===== config.mk =====
export PLATFORM = sky130hd
export DESIGN_NAME = stack_machine_arith_unit
export DESIGN_NICKNAME = d
export VERILOG_FILES = /design/src/rtl/sma_pkg.sv /design/src/rtl/sma_div.sv /design/src/rtl/sma_ctrl.sv /design/src/rtl/sma_dpath.sv /design/src/rtl/stack_machine_arith_unit.sv
export SDC_FILE = /design/constraint.sdc
export NUM_CORES = 2
export LEC_CHECK = 0
export BUFFER_PORTS_ARGS = -buffer_cell sky130_fd_sc_hd__buf_2
export CAP_MARGIN = 20
export CORE_AREA = 2 2 450 452
export CTS_BUF_LIST = sky130_fd_sc_hd__clkbuf_2 sky130_fd_sc_hd__clkbuf_4 sky130_fd_sc_hd__clkbuf_8
export CTS_CLUSTER_DIAMETER = 60
export DETAILED_ROUTE_END_ITERATION = 16
export DIE_AREA = 0 0 452 454
export PLACE_DENSITY_LB_ADDON = 0.2
export SYNTH_ARGS = -nofsm -noshare
export SYNTH_HDL_FRONTEND = slang
export SYNTH_SLANG_ARGS = --single-unit

===== constraint.sdc =====
create_clock -name clk -period 12 [get_ports clk]
set_input_delay 1.8 -clock clk [delete_from_list [all_inputs] [get_ports clk]]
set_output_delay 1.8 -clock clk [all_outputs]
set_load 0.05 [all_outputs]

===== src/rtl/sma_pkg.sv =====
// Shared types, codes and widths for the stack machine arithmetic unit.
`timescale 1ns / 1ps

package sma_pkg;

  localparam int WORD_W              = 32;
  localparam int ACTION_W            = 3;
  localparam int DEPTH_OUT_W         = 7;
  localparam int STACK_DEPTH_DEFAULT = 64;

  typedef logic [ACTION_W-1:0] action_t;

  localparam action_t ACT_PUSH = 3'd0;
  localparam action_t ACT_SWAP = 3'd1;
  localparam action_t ACT_ADD  = 3'd2;
  localparam action_t ACT_SUB  = 3'd3;
  localparam action_t ACT_DIV  = 3'd4;
  localparam action_t ACT_MUL  = 3'd5;

  typedef enum logic [1:0] {
    ST_OK      = 2'd0,
    ST_SHORT   = 2'd1,
    ST_DIVZERO = 2'd2,
    ST_FULL    = 2'd3
  } status_t;

  // What the datapath commits to the stack in a cycle
  typedef enum logic [2:0] {
    CM_NONE,
    CM_PUSH,
    CM_SWAP,
    CM_ADD,
    CM_SUB,
    CM_MUL,
    CM_DIV
  } commit_t;

  typedef struct packed {
    logic    load_item;
    commit_t commit;
    logic    div_start;
    logic    load_out;
    status_t out_status;
  } ctrl_cmd_t;

  typedef struct packed {
    action_t action;
    logic    full;
    logic    short_stack;
    logic    top_zero;
    logic    div_done;
  } dp_stat_t;

endpackage


===== src/rtl/sma_div.sv =====
// Iterative signed divider, one quotient bit per cycle, truncating toward zero.
`timescale 1ns / 1ps

module sma_div (
  input  logic                      clk,
  input  logic                      rst,
  input  logic                      start,
  input  logic [sma_pkg::WORD_W-1:0] num,
  input  logic [sma_pkg::WORD_W-1:0] den,
  output logic                      done,
  output logic [sma_pkg::WORD_W-1:0] quot
);

  localparam int W     = sma_pkg::WORD_W;
  localparam int CNT_W = $clog2(W);

  logic             busy;
  logic [CNT_W-1:0] cnt;
  logic [W-1:0]     rem;
  logic [W-1:0]     quo;
  logic [W-1:0]     dmag;
  logic             neg;

  logic [W-1:0] rem_sh;
  logic         ge;

  // rem stays below dmag <= 2^(W-1), so its top bit is always clear
  assign rem_sh = {rem[W-2:0], quo[W-1]};
  assign ge     = (rem_sh >= dmag);
  assign quot   = neg ? (W'(0) - quo) : quo;

  always_ff @(posedge clk) begin
    if (rst) begin
      busy <= 1'b0;
      done <= 1'b0;
      cnt  <= '0;
    end else begin
      done <= 1'b0;
      if (start) begin
        busy <= 1'b1;
        cnt  <= CNT_W'(W - 1);
      end else if (busy) begin
        cnt <= cnt - CNT_W'(1);
        if (cnt == '0) begin
          busy <= 1'b0;
          done <= 1'b1;
        end
      end
    end
  end

  always_ff @(posedge clk) begin
    if (start) begin
      rem  <= '0;
      quo  <= num[W-1] ? (W'(0) - num) : num;
      dmag <= den[W-1] ? (W'(0) - den) : den;
      neg  <= num[W-1] ^ den[W-1];
    end else if (busy) begin
      rem <= ge ? (rem_sh - dmag) : rem_sh;
      quo <= {quo[W-2:0], ge};
    end
  end

  assert property (@(posedge clk) disable iff (rst) start |=> busy && !done)
    else $error("divider did not start");
  assert property (@(posedge clk) disable iff (rst) done |-> !busy)
    else $error("divider done while still busy");
  assert property (@(posedge clk) disable iff (rst) done |=> !done)
    else $error("divider done held longer than one cycle");

endmodule


===== src/rtl/sma_ctrl.sv =====
// Controller state machine: sequences decode, arithmetic, commit and result hand-off.
`timescale 1ns / 1ps

module sma_ctrl (
  input  logic               clk,
  input  logic               rst,
  input  logic               s_tvalid,
  output logic               s_tready,
  output logic               m_tvalid,
  input  logic               m_tready,
  input  sma_pkg::dp_stat_t  stat,
  output sma_pkg::ctrl_cmd_t cmd
);

  typedef enum logic [2:0] {
    S_IDLE,
    S_DECODE,
    S_MUL,
    S_DIV,
    S_FINISH
  } state_t;

  state_t           state;
  state_t           state_next;
  sma_pkg::status_t status_q;
  sma_pkg::status_t status_next;
  logic             slot_free;

  assign s_tready  = (state == S_IDLE);
  assign slot_free = !m_tvalid || m_tready;

  always_comb begin
    state_next     = state;
    status_next    = status_q;
    cmd            = '0;
    cmd.commit     = sma_pkg::CM_NONE;
    cmd.out_status = status_q;
    unique case (state)
      S_IDLE: begin
        cmd.load_item = s_tvalid;
        if (s_tvalid) begin
          state_next = S_DECODE;
        end
      end
      S_DECODE: begin
        status_next = sma_pkg::ST_OK;
        state_next  = S_FINISH;
        unique case (stat.action) inside
          sma_pkg::ACT_PUSH: begin
            if (stat.full) begin
              status_next = sma_pkg::ST_FULL;
            end else begin
              cmd.commit = sma_pkg::CM_PUSH;
            end
          end
          sma_pkg::ACT_SWAP, sma_pkg::ACT_ADD, sma_pkg::ACT_SUB,
          sma_pkg::ACT_DIV, sma_pkg::ACT_MUL: begin
            if (stat.short_stack) begin
              status_next = sma_pkg::ST_SHORT;
            end else begin
              unique case (stat.action)
                sma_pkg::ACT_SWAP: cmd.commit = sma_pkg::CM_SWAP;
                sma_pkg::ACT_ADD:  cmd.commit = sma_pkg::CM_ADD;
                sma_pkg::ACT_SUB:  cmd.commit = sma_pkg::CM_SUB;
                sma_pkg::ACT_MUL:  state_next = S_MUL;
                default: begin
                  if (stat.top_zero) begin
                    status_next = sma_pkg::ST_DIVZERO;
                  end else begin
                    cmd.div_start = 1'b1;
                    state_next    = S_DIV;
                  end
                end
              endcase
            end
          end
          default: ;
        endcase
      end
      S_MUL: begin
        cmd.commit = sma_pkg::CM_MUL;
        state_next = S_FINISH;
      end
      S_DIV: begin
        if (stat.div_done) begin
          cmd.commit = sma_pkg::CM_DIV;
          state_next = S_FINISH;
        end
      end
      S_FINISH: begin
        if (slot_free) begin
          cmd.load_out = 1'b1;
          state_next   = S_IDLE;
        end
      end
      default: state_next = S_IDLE;
    endcase
  end

  always_ff @(posedge clk) begin
    if (rst) begin
      state    <= S_IDLE;
      status_q <= sma_pkg::ST_OK;
      m_tvalid <= 1'b0;
    end else begin
      state    <= state_next;
      status_q <= status_next;
      if (cmd.load_out) begin
        m_tvalid <= 1'b1;
      end else if (m_tready) begin
        m_tvalid <= 1'b0;
      end
    end
  end

  assert property (@(posedge clk) disable iff (rst)
      s_tvalid && s_tready |=> state == S_DECODE)
    else $error("accepted word not decoded");
  assert property (@(posedge clk) disable iff (rst)
      cmd.load_out |=> m_tvalid && state == S_IDLE)
    else $error("result not presented after load");
  assert property (@(posedge clk) disable iff (rst)
      m_tvalid && !m_tready |=> m_tvalid)
    else $error("result dropped before it was taken");

endmodule


===== src/rtl/sma_dpath.sv =====
// Datapath: stack memory, cached top entry, adder, multiplier, divider and result register.
`timescale 1ns / 1ps

module sma_dpath #(
  parameter int STACK_DEPTH = sma_pkg::STACK_DEPTH_DEFAULT
) (
  input  logic                           clk,
  input  logic                           rst,
  input  sma_pkg::ctrl_cmd_t             cmd,
  input  logic [sma_pkg::ACTION_W-1:0]   action_in,
  input  logic [sma_pkg::WORD_W-1:0]     value_in,
  output sma_pkg::dp_stat_t              stat,
  output logic [1:0]                     out_status,
  output logic [sma_pkg::WORD_W-1:0]     out_top,
  output logic [sma_pkg::DEPTH_OUT_W-1:0] out_depth
);

  localparam int W  = sma_pkg::WORD_W;
  localparam int CW = $clog2(STACK_DEPTH + 1);
  localparam int AW = $clog2(STACK_DEPTH);

  // The top entry lives in top_q; the memory holds the entries beneath it.
  logic [W-1:0]        mem [STACK_DEPTH];
  logic [CW-1:0]       count;
  logic [W-1:0]        top_q;
  logic [W-1:0]        rd_data;
  logic [W-1:0]        prod_q;
  sma_pkg::action_t    action_q;
  logic [W-1:0]        value_q;

  logic [AW-1:0] rd_addr;
  logic [AW-1:0] wr_addr;
  logic [W-1:0]  wr_data;
  logic          wr_en;
  logic [W-1:0]  quot;
  logic          div_done;

  assign rd_addr = AW'(count - CW'(2));

  always_comb begin
    wr_en   = 1'b0;
    wr_addr = rd_addr;
    wr_data = top_q;
    unique case (cmd.commit)
      sma_pkg::CM_PUSH: begin
        wr_en   = (count != '0);
        wr_addr = AW'(count - CW'(1));
      end
      sma_pkg::CM_SWAP: wr_en = 1'b1;
      default: ;
    endcase
  end

  always_ff @(posedge clk) begin
    if (wr_en) begin
      mem[wr_addr] <= wr_data;
    end
    rd_data <= mem[rd_addr];
  end

  always_ff @(posedge clk) begin
    prod_q <= rd_data * top_q;
    if (cmd.load_item) begin
      action_q <= action_in;
      value_q  <= value_in;
    end
  end

  always_ff @(posedge clk) begin
    if (rst) begin
      count <= '0;
    end else begin
      unique case (cmd.commit)
        sma_pkg::CM_PUSH: count <= count + CW'(1);
        sma_pkg::CM_ADD, sma_pkg::CM_SUB,
        sma_pkg::CM_MUL, sma_pkg::CM_DIV: count <= count - CW'(1);
        default: ;
      endcase
    end
  end

  always_ff @(posedge clk) begin
    unique case (cmd.commit)
      sma_pkg::CM_PUSH: top_q <= value_q;
      sma_pkg::CM_SWAP: top_q <= rd_data;
      sma_pkg::CM_ADD:  top_q <= rd_data + top_q;
      sma_pkg::CM_SUB:  top_q <= rd_data - top_q;
      sma_pkg::CM_MUL:  top_q <= prod_q;
      sma_pkg::CM_DIV:  top_q <= quot;
      default: ;
    endcase
  end

  always_ff @(posedge clk) begin
    if (cmd.load_out) begin
      out_status <= cmd.out_status;
      out_top    <= (count == '0) ? '0 : top_q;
      out_depth  <= sma_pkg::DEPTH_OUT_W'(count);
    end
  end

  sma_div u_div (
    .clk   (clk),
    .rst   (rst),
    .start (cmd.div_start),
    .num   (rd_data),
    .den   (top_q),
    .done  (div_done),
    .quot  (quot)
  );

  assign stat.action      = action_q;
  assign stat.full        = (count == CW'(STACK_DEPTH));
  assign stat.short_stack = (count < CW'(2));
  assign stat.top_zero    = (top_q == '0);
  assign stat.div_done    = div_done;

  assert property (@(posedge clk) disable iff (rst) count <= CW'(STACK_DEPTH))
    else $error("stack count beyond depth");
  assert property (@(posedge clk) disable iff (rst)
      cmd.commit == sma_pkg::CM_PUSH |-> !stat.full)
    else $error("push committed onto a full stack");
  assert property (@(posedge clk) disable iff (rst)
      (cmd.commit == sma_pkg::CM_SWAP || cmd.commit == sma_pkg::CM_ADD ||
       cmd.commit == sma_pkg::CM_SUB || cmd.commit == sma_pkg::CM_MUL ||
       cmd.commit == sma_pkg::CM_DIV) |-> !stat.short_stack)
    else $error("two-operand commit with fewer than two entries");
  assert property (@(posedge clk) disable iff (rst)
      cmd.commit == sma_pkg::CM_NONE |=> $stable(count))
    else $error("stack count moved without a commit");

endmodule


===== src/rtl/stack_machine_arith_unit.sv =====
// Top level of the stack machine arithmetic unit: stream ports, controller and datapath.
`timescale 1ns / 1ps

// Bounded operand stack of signed 32-bit entries driven by a word stream. Each
// input word pushes push_value or applies swap, add, sub, div or mul to the top
// two entries (second op top replaces the second entry, the top is popped);
// add, sub and mul wrap to 32 bits and div truncates toward zero. Every input
// word gives exactly one result word: a status (ok, too short, divide by zero,
// full), the new top entry (zero when empty) and the new depth (low 7 bits of
// the count). On any error the stack is left as it was; actions 6 and 7 leave it
// untouched with status ok. One word is worked on at a time: push, swap, add,
// sub, errors and unknown actions go through the decode and finish states; mul
// also passes the mul state for the registered multiplier, and div waits in the
// div state for the divider, which makes one quotient bit per cycle. The next
// input word is taken while a result still waits in the output register; a
// result stalls only when the previous one has not yet been taken. The stack
// store needs no clearing after reset: only entries below the count are used.

module stack_machine_arith_unit #(
  parameter int STACK_DEPTH = sma_pkg::STACK_DEPTH_DEFAULT
) (
  input  logic        clk,
  input  logic        rst,
  // s_tdata: [2:0] action, [34:3] push_value, [39:35] zero
  input  logic        s_tvalid,
  output logic        s_tready,
  input  logic [39:0] s_tdata,
  // m_tdata: [1:0] status, [33:2] top_value, [40:34] depth, [47:41] zero
  output logic        m_tvalid,
  input  logic        m_tready,
  output logic [47:0] m_tdata
);

  sma_pkg::ctrl_cmd_t cmd;
  sma_pkg::dp_stat_t  stat;

  logic [1:0]                      out_status;
  logic [sma_pkg::WORD_W-1:0]      out_top;
  logic [sma_pkg::DEPTH_OUT_W-1:0] out_depth;

  sma_ctrl u_ctrl (
    .clk      (clk),
    .rst      (rst),
    .s_tvalid (s_tvalid),
    .s_tready (s_tready),
    .m_tvalid (m_tvalid),
    .m_tready (m_tready),
    .stat     (stat),
    .cmd      (cmd)
  );

  sma_dpath #(
    .STACK_DEPTH (STACK_DEPTH)
  ) u_dpath (
    .clk        (clk),
    .rst        (rst),
    .cmd        (cmd),
    .action_in  (s_tdata[2:0]),
    .value_in   (s_tdata[34:3]),
    .stat       (stat),
    .out_status (out_status),
    .out_top    (out_top),
    .out_depth  (out_depth)
  );

  // Result word packed lowest field first, padded to whole bytes
  assign m_tdata = {7'b0, out_depth, out_top, out_status};

endmodule

==> out/qor.csv <==
stage,metric,value,unit
status,outcome,"complete, no violations",
worst_setup_path,worstSetupStartpointType,flip-flop,
layout,area_delta_synth_final,10.9,%
die,die_w,452,um
power,p_comb_share,21.5,%
route,wl_per_cell,29.9,um
place,gp_congestion,0.886,
route,via_per_inst,6.23,
global_routing,antenna_found_initial,28,
logic_synthesis,synth_cells,6429,
place,dp.final_hpwl,167000,um
clock_network,cts.sinks,2336,
global_routing,grt_pass1_wl,420000,um
layout,final_area,0.122,mm2
logic_synthesis,synth_area_leaders,"edfxtp_1, mux4_2, fa_1, ha_1, dfxtp_1",
logic_synthesis,yosys_warnings,0,
die,start_util,54.6,%
route,drtIter0Drc,7389,
clock_network,cts-buffers-inserted,387,
sta,fmax,119,MHz
sta,timing.final.max_slew_violations,0,
clock_network,cts_max_level,5,
clock_network,root_buffer,clkbuf_8,
power,finalPower,20.2,mW
worst_setup_path,arrival,9.25,ns
layout,post-route-util,60.5,%
place,dpl_cell_area,0.114,mm2
power,vdd_drop_max,327,uV
worst_setup_path,crit_chain,buf_4 -> and2_1 -> fa_1 -> fa_1 -> fa_1 -> inv_1 -> fa_1 -> inv_1 -> fa_1 -> inv_1 -> fa_1 -> inv_1 -> fa_1 -> fa_1 -> ha_1 -> nand2_1 -> o31ai_1 -> a221o_1 -> a41o_1 -> a21oi_1 -> o21ai_0 -> xnor2_1,
power,leakage,41.1,nW
power,switchingPower,5.53,mW
die,die-area,0.205,mm2
clock_network,post_cts_buffers,0,
sta,worst_pin_slew,1.17,ns
power,powerDensity,166,mW/mm2
global_routing,grt_pass1_vias,61200,
sta,clock_skew,0.111,ns
clock_network,cts.clk_slew.worst_paths,0.06,ns
die,die_h,454,um
sta,max_slew_margin,21.8,%
route,dr.pass1.iters,10,
logic_synthesis,ys_async_sr_fraction,0,%
sta,finalHoldViolations,0,
power,intPower,14.7,mW
power,power_frac_clock,33.6,%
worst_setup_path,cp-end-kind,flip-flop,
worst_setup_path,cpPeakStageDelay,0.91,ns
global_routing,grt_max_degree,149,
layout,nets,7368,
route,vias,60400,
route,routed_wl,290000,um
worst_setup_path,crit_top_cell,fa_1,
min_path,min_path_type,flip-flop to flip-flop,
route,drc,0,
logic_synthesis,ys_seq_area_share,62.9,%
power,switching_share,27.4,%
sta,hold_slack,0.502,ns
clock_network,cts_tree,done,
logic_synthesis,synth-edff-count,2221,
layout,drive_above_1_share,23.4,%
sta,setup_viol_count_final,0,
sta,min_period_over_period,69.8,%
worst_setup_path,crit_type,flip-flop to flip-flop,
logic_synthesis,synth-seq-cells,2336,
global_routing,track_usage,28.7,%
sta,fin_crit,8.38,ns
logic_synthesis,syn_area,0.110,mm2
clock_network,hold_buffers,0,
clock_network,insertion_delay,1.10,ns
global_routing,grt_overflow,0,
job,drv_cap,0,
worst_setup_path,required,12.87,ns
logic_synthesis,synth_top_area_cell,edfxtp_1,
clock_network,cts_resized,0,
logic_synthesis,synth_top_area_share,60.8,%
route,ant_nets,0,
logic_synthesis,syn_avg_cell_area,17.1,um2
die,ios,94,
worst_setup_path,cp_max_fo,83,
power,power_frac_seq,44.9,%
logic_synthesis,synth-main-ff-cell,edfxtp_1,
die,rows,165,
place,io_buffer_count,81,
sta,grt_setup_unrepaired,false,
worst_setup_path,critPathSlowestCell,edfxtp_1,
die,design.core.area,0.201,mm2
clock_network,cts_buffer_depth,4,
sta,setup-tns-final,0,ns
logic_synthesis,synthDistinctLibCells,76,
## Yosys cell counts (34+ instances only)
| cell | instances |
|---|---|
| clkbuf_1 | 313 |
| xnor2_1 | 167 |
| mux4_2 | 663 |
| ha_1 | 197 |
| nand2_1 | 387 |
| and2_1 | 338 |
| xor2_1 | 96 |
| a21oi_1 | 134 |
| or3_1 | 34 |
| nor2b_1 | 57 |
| nor2_1 | 198 |
| a31oi_1 | 38 |
| nor3_1 | 39 |
| edfxtp_1 | 2221 |
| fa_1 | 410 |
| inv_1 | 428 |
| o21ai_0 | 146 |
| a21o_1 | 36 |
| buf_1 | 53 |
| dfxtp_1 | 115 |
## path summary, 6_finish.rpt
| kind | endpoint | start | depth (start not counted) | slack, ns |
|---|---|---|---|---|
| worst min register to register | u_dpath.out_status[1] | u_ctrl.status_q[1] | 0 | 0.50 |
| worst max-delay path | u_dpath.prod_q[31] | u_dpath.top_q[6] | 22 | 3.62 |
| worst min-delay path | u_dpath.out_status[1] | u_ctrl.status_q[1] | 0 | 0.50 |
| worst max register to register | u_dpath.prod_q[31] | u_dpath.top_q[6] | 22 | 3.62 |
## area by class of cell
cell class | instances | area [um2]
inverter | 428 | 1610
clock buffer | 519 | 6410
tap | 2672 | 3340
sequential | 2336 | 69000
multi-input combinational | 3295 | 38300
timing repair buffer | 269 | 1930
clock inverter | 150 | 983
antenna | 28 | 70.1
fill | 14600 | 79300
## logic make-up after synthesis
| family | count (synthesis) | share of synthesized area, % |
|---|---|---|
| other | 1 | 0.00342 |
| xor gates and xnor gates | 263 | 2.10 |
| AOI/OAI and AO/OA | 533 | 3.10 |
| DFF | 2336 | 62.9 |
| and+or+nand+nor | 1197 | 5.52 |
| buffers and inverters | 804 | 2.78 |
| muxes | 688 | 13.9 |
| adders and majority gates | 607 | 9.73 |
## stage by stage
stage	setup slack, ns	instances
after global placement	3.89	8998
after global routing	3.21	9684
final	3.62	9697
after CTS	3.65	9667
after floorplan	4.42	6435
after detailed placement	3.77	8998
## flip-flops by register name, summed over array words and instances (netlist names), 7 cells and up
name and flops:
u_dpath.out_depth 7, u_dpath.top_q 32, u_dpath.u_div.quo 32, u_dpath.rd_data 32, u_dpath.u_div.dmag 32, u_dpath.u_div.rem 31
u_dpath.mem 2048, u_dpath.out_top 32, u_dpath.count 7, u_dpath.value_q 32, u_dpath.prod_q 32
## power by group through the flow
stage,clock (mW),sequential (mW),combinational (mW)
3_3_place_gp,0,9.22,4.25
5_1_grt,7.25,9.06,4.87
4_1_cts,6.89,9.05,4.33
3_5_place_dp,0,9.22,4.30
6_report,6.79,9.05,4.35
2_1_floorplan,0,9.23,3.33
## worst max-delay path: cells and delay by family (launching register included)
family	cells	cell delay, ns
adders and majority gates	9	4.27
AOI/OAI and AO/OA	5	1.42
buffers and inverters	5	1.01
DFF	1	0.91
and+or+nand+nor	2	0.33
xor gates and xnor gates	1	0.09
## cells in the final DEF (no fill, tap or decap), types with 42 or more instances in the layout
master	count
and2_1	337
buf_4	180
dfxtp_1	112
clkbuf_4	117
ha_1	196
clkinv_2	42
a21oi_1	134
clkinv_1	86
inv_1	427
clkbuf_8	402
nor2b_1	57
nor2_1	133
edfxtp_1	2221
nor2_4	65
o21ai_0	146
mux4_2	663
fa_1	410
nand2_1	386
buf_2	81
xnor2_1	165
xor2_1	94
## per-layer routing
layer | share of wire (%) | vias up | track usage, % | wire length (um)
met5 | 0.0093 | - | 0 | 27
met4 | 3.9 | 4 | 11.0 | 11200
met3 | 9.2 | 529 | 5.31 | 26700
met2 | 48 | 3054 | 46.2 | 140000
met1 | 39 | 31900 | 39.4 | 112000
li1 | - | 24900 | - | -
(Power assumes the default switching activity.)
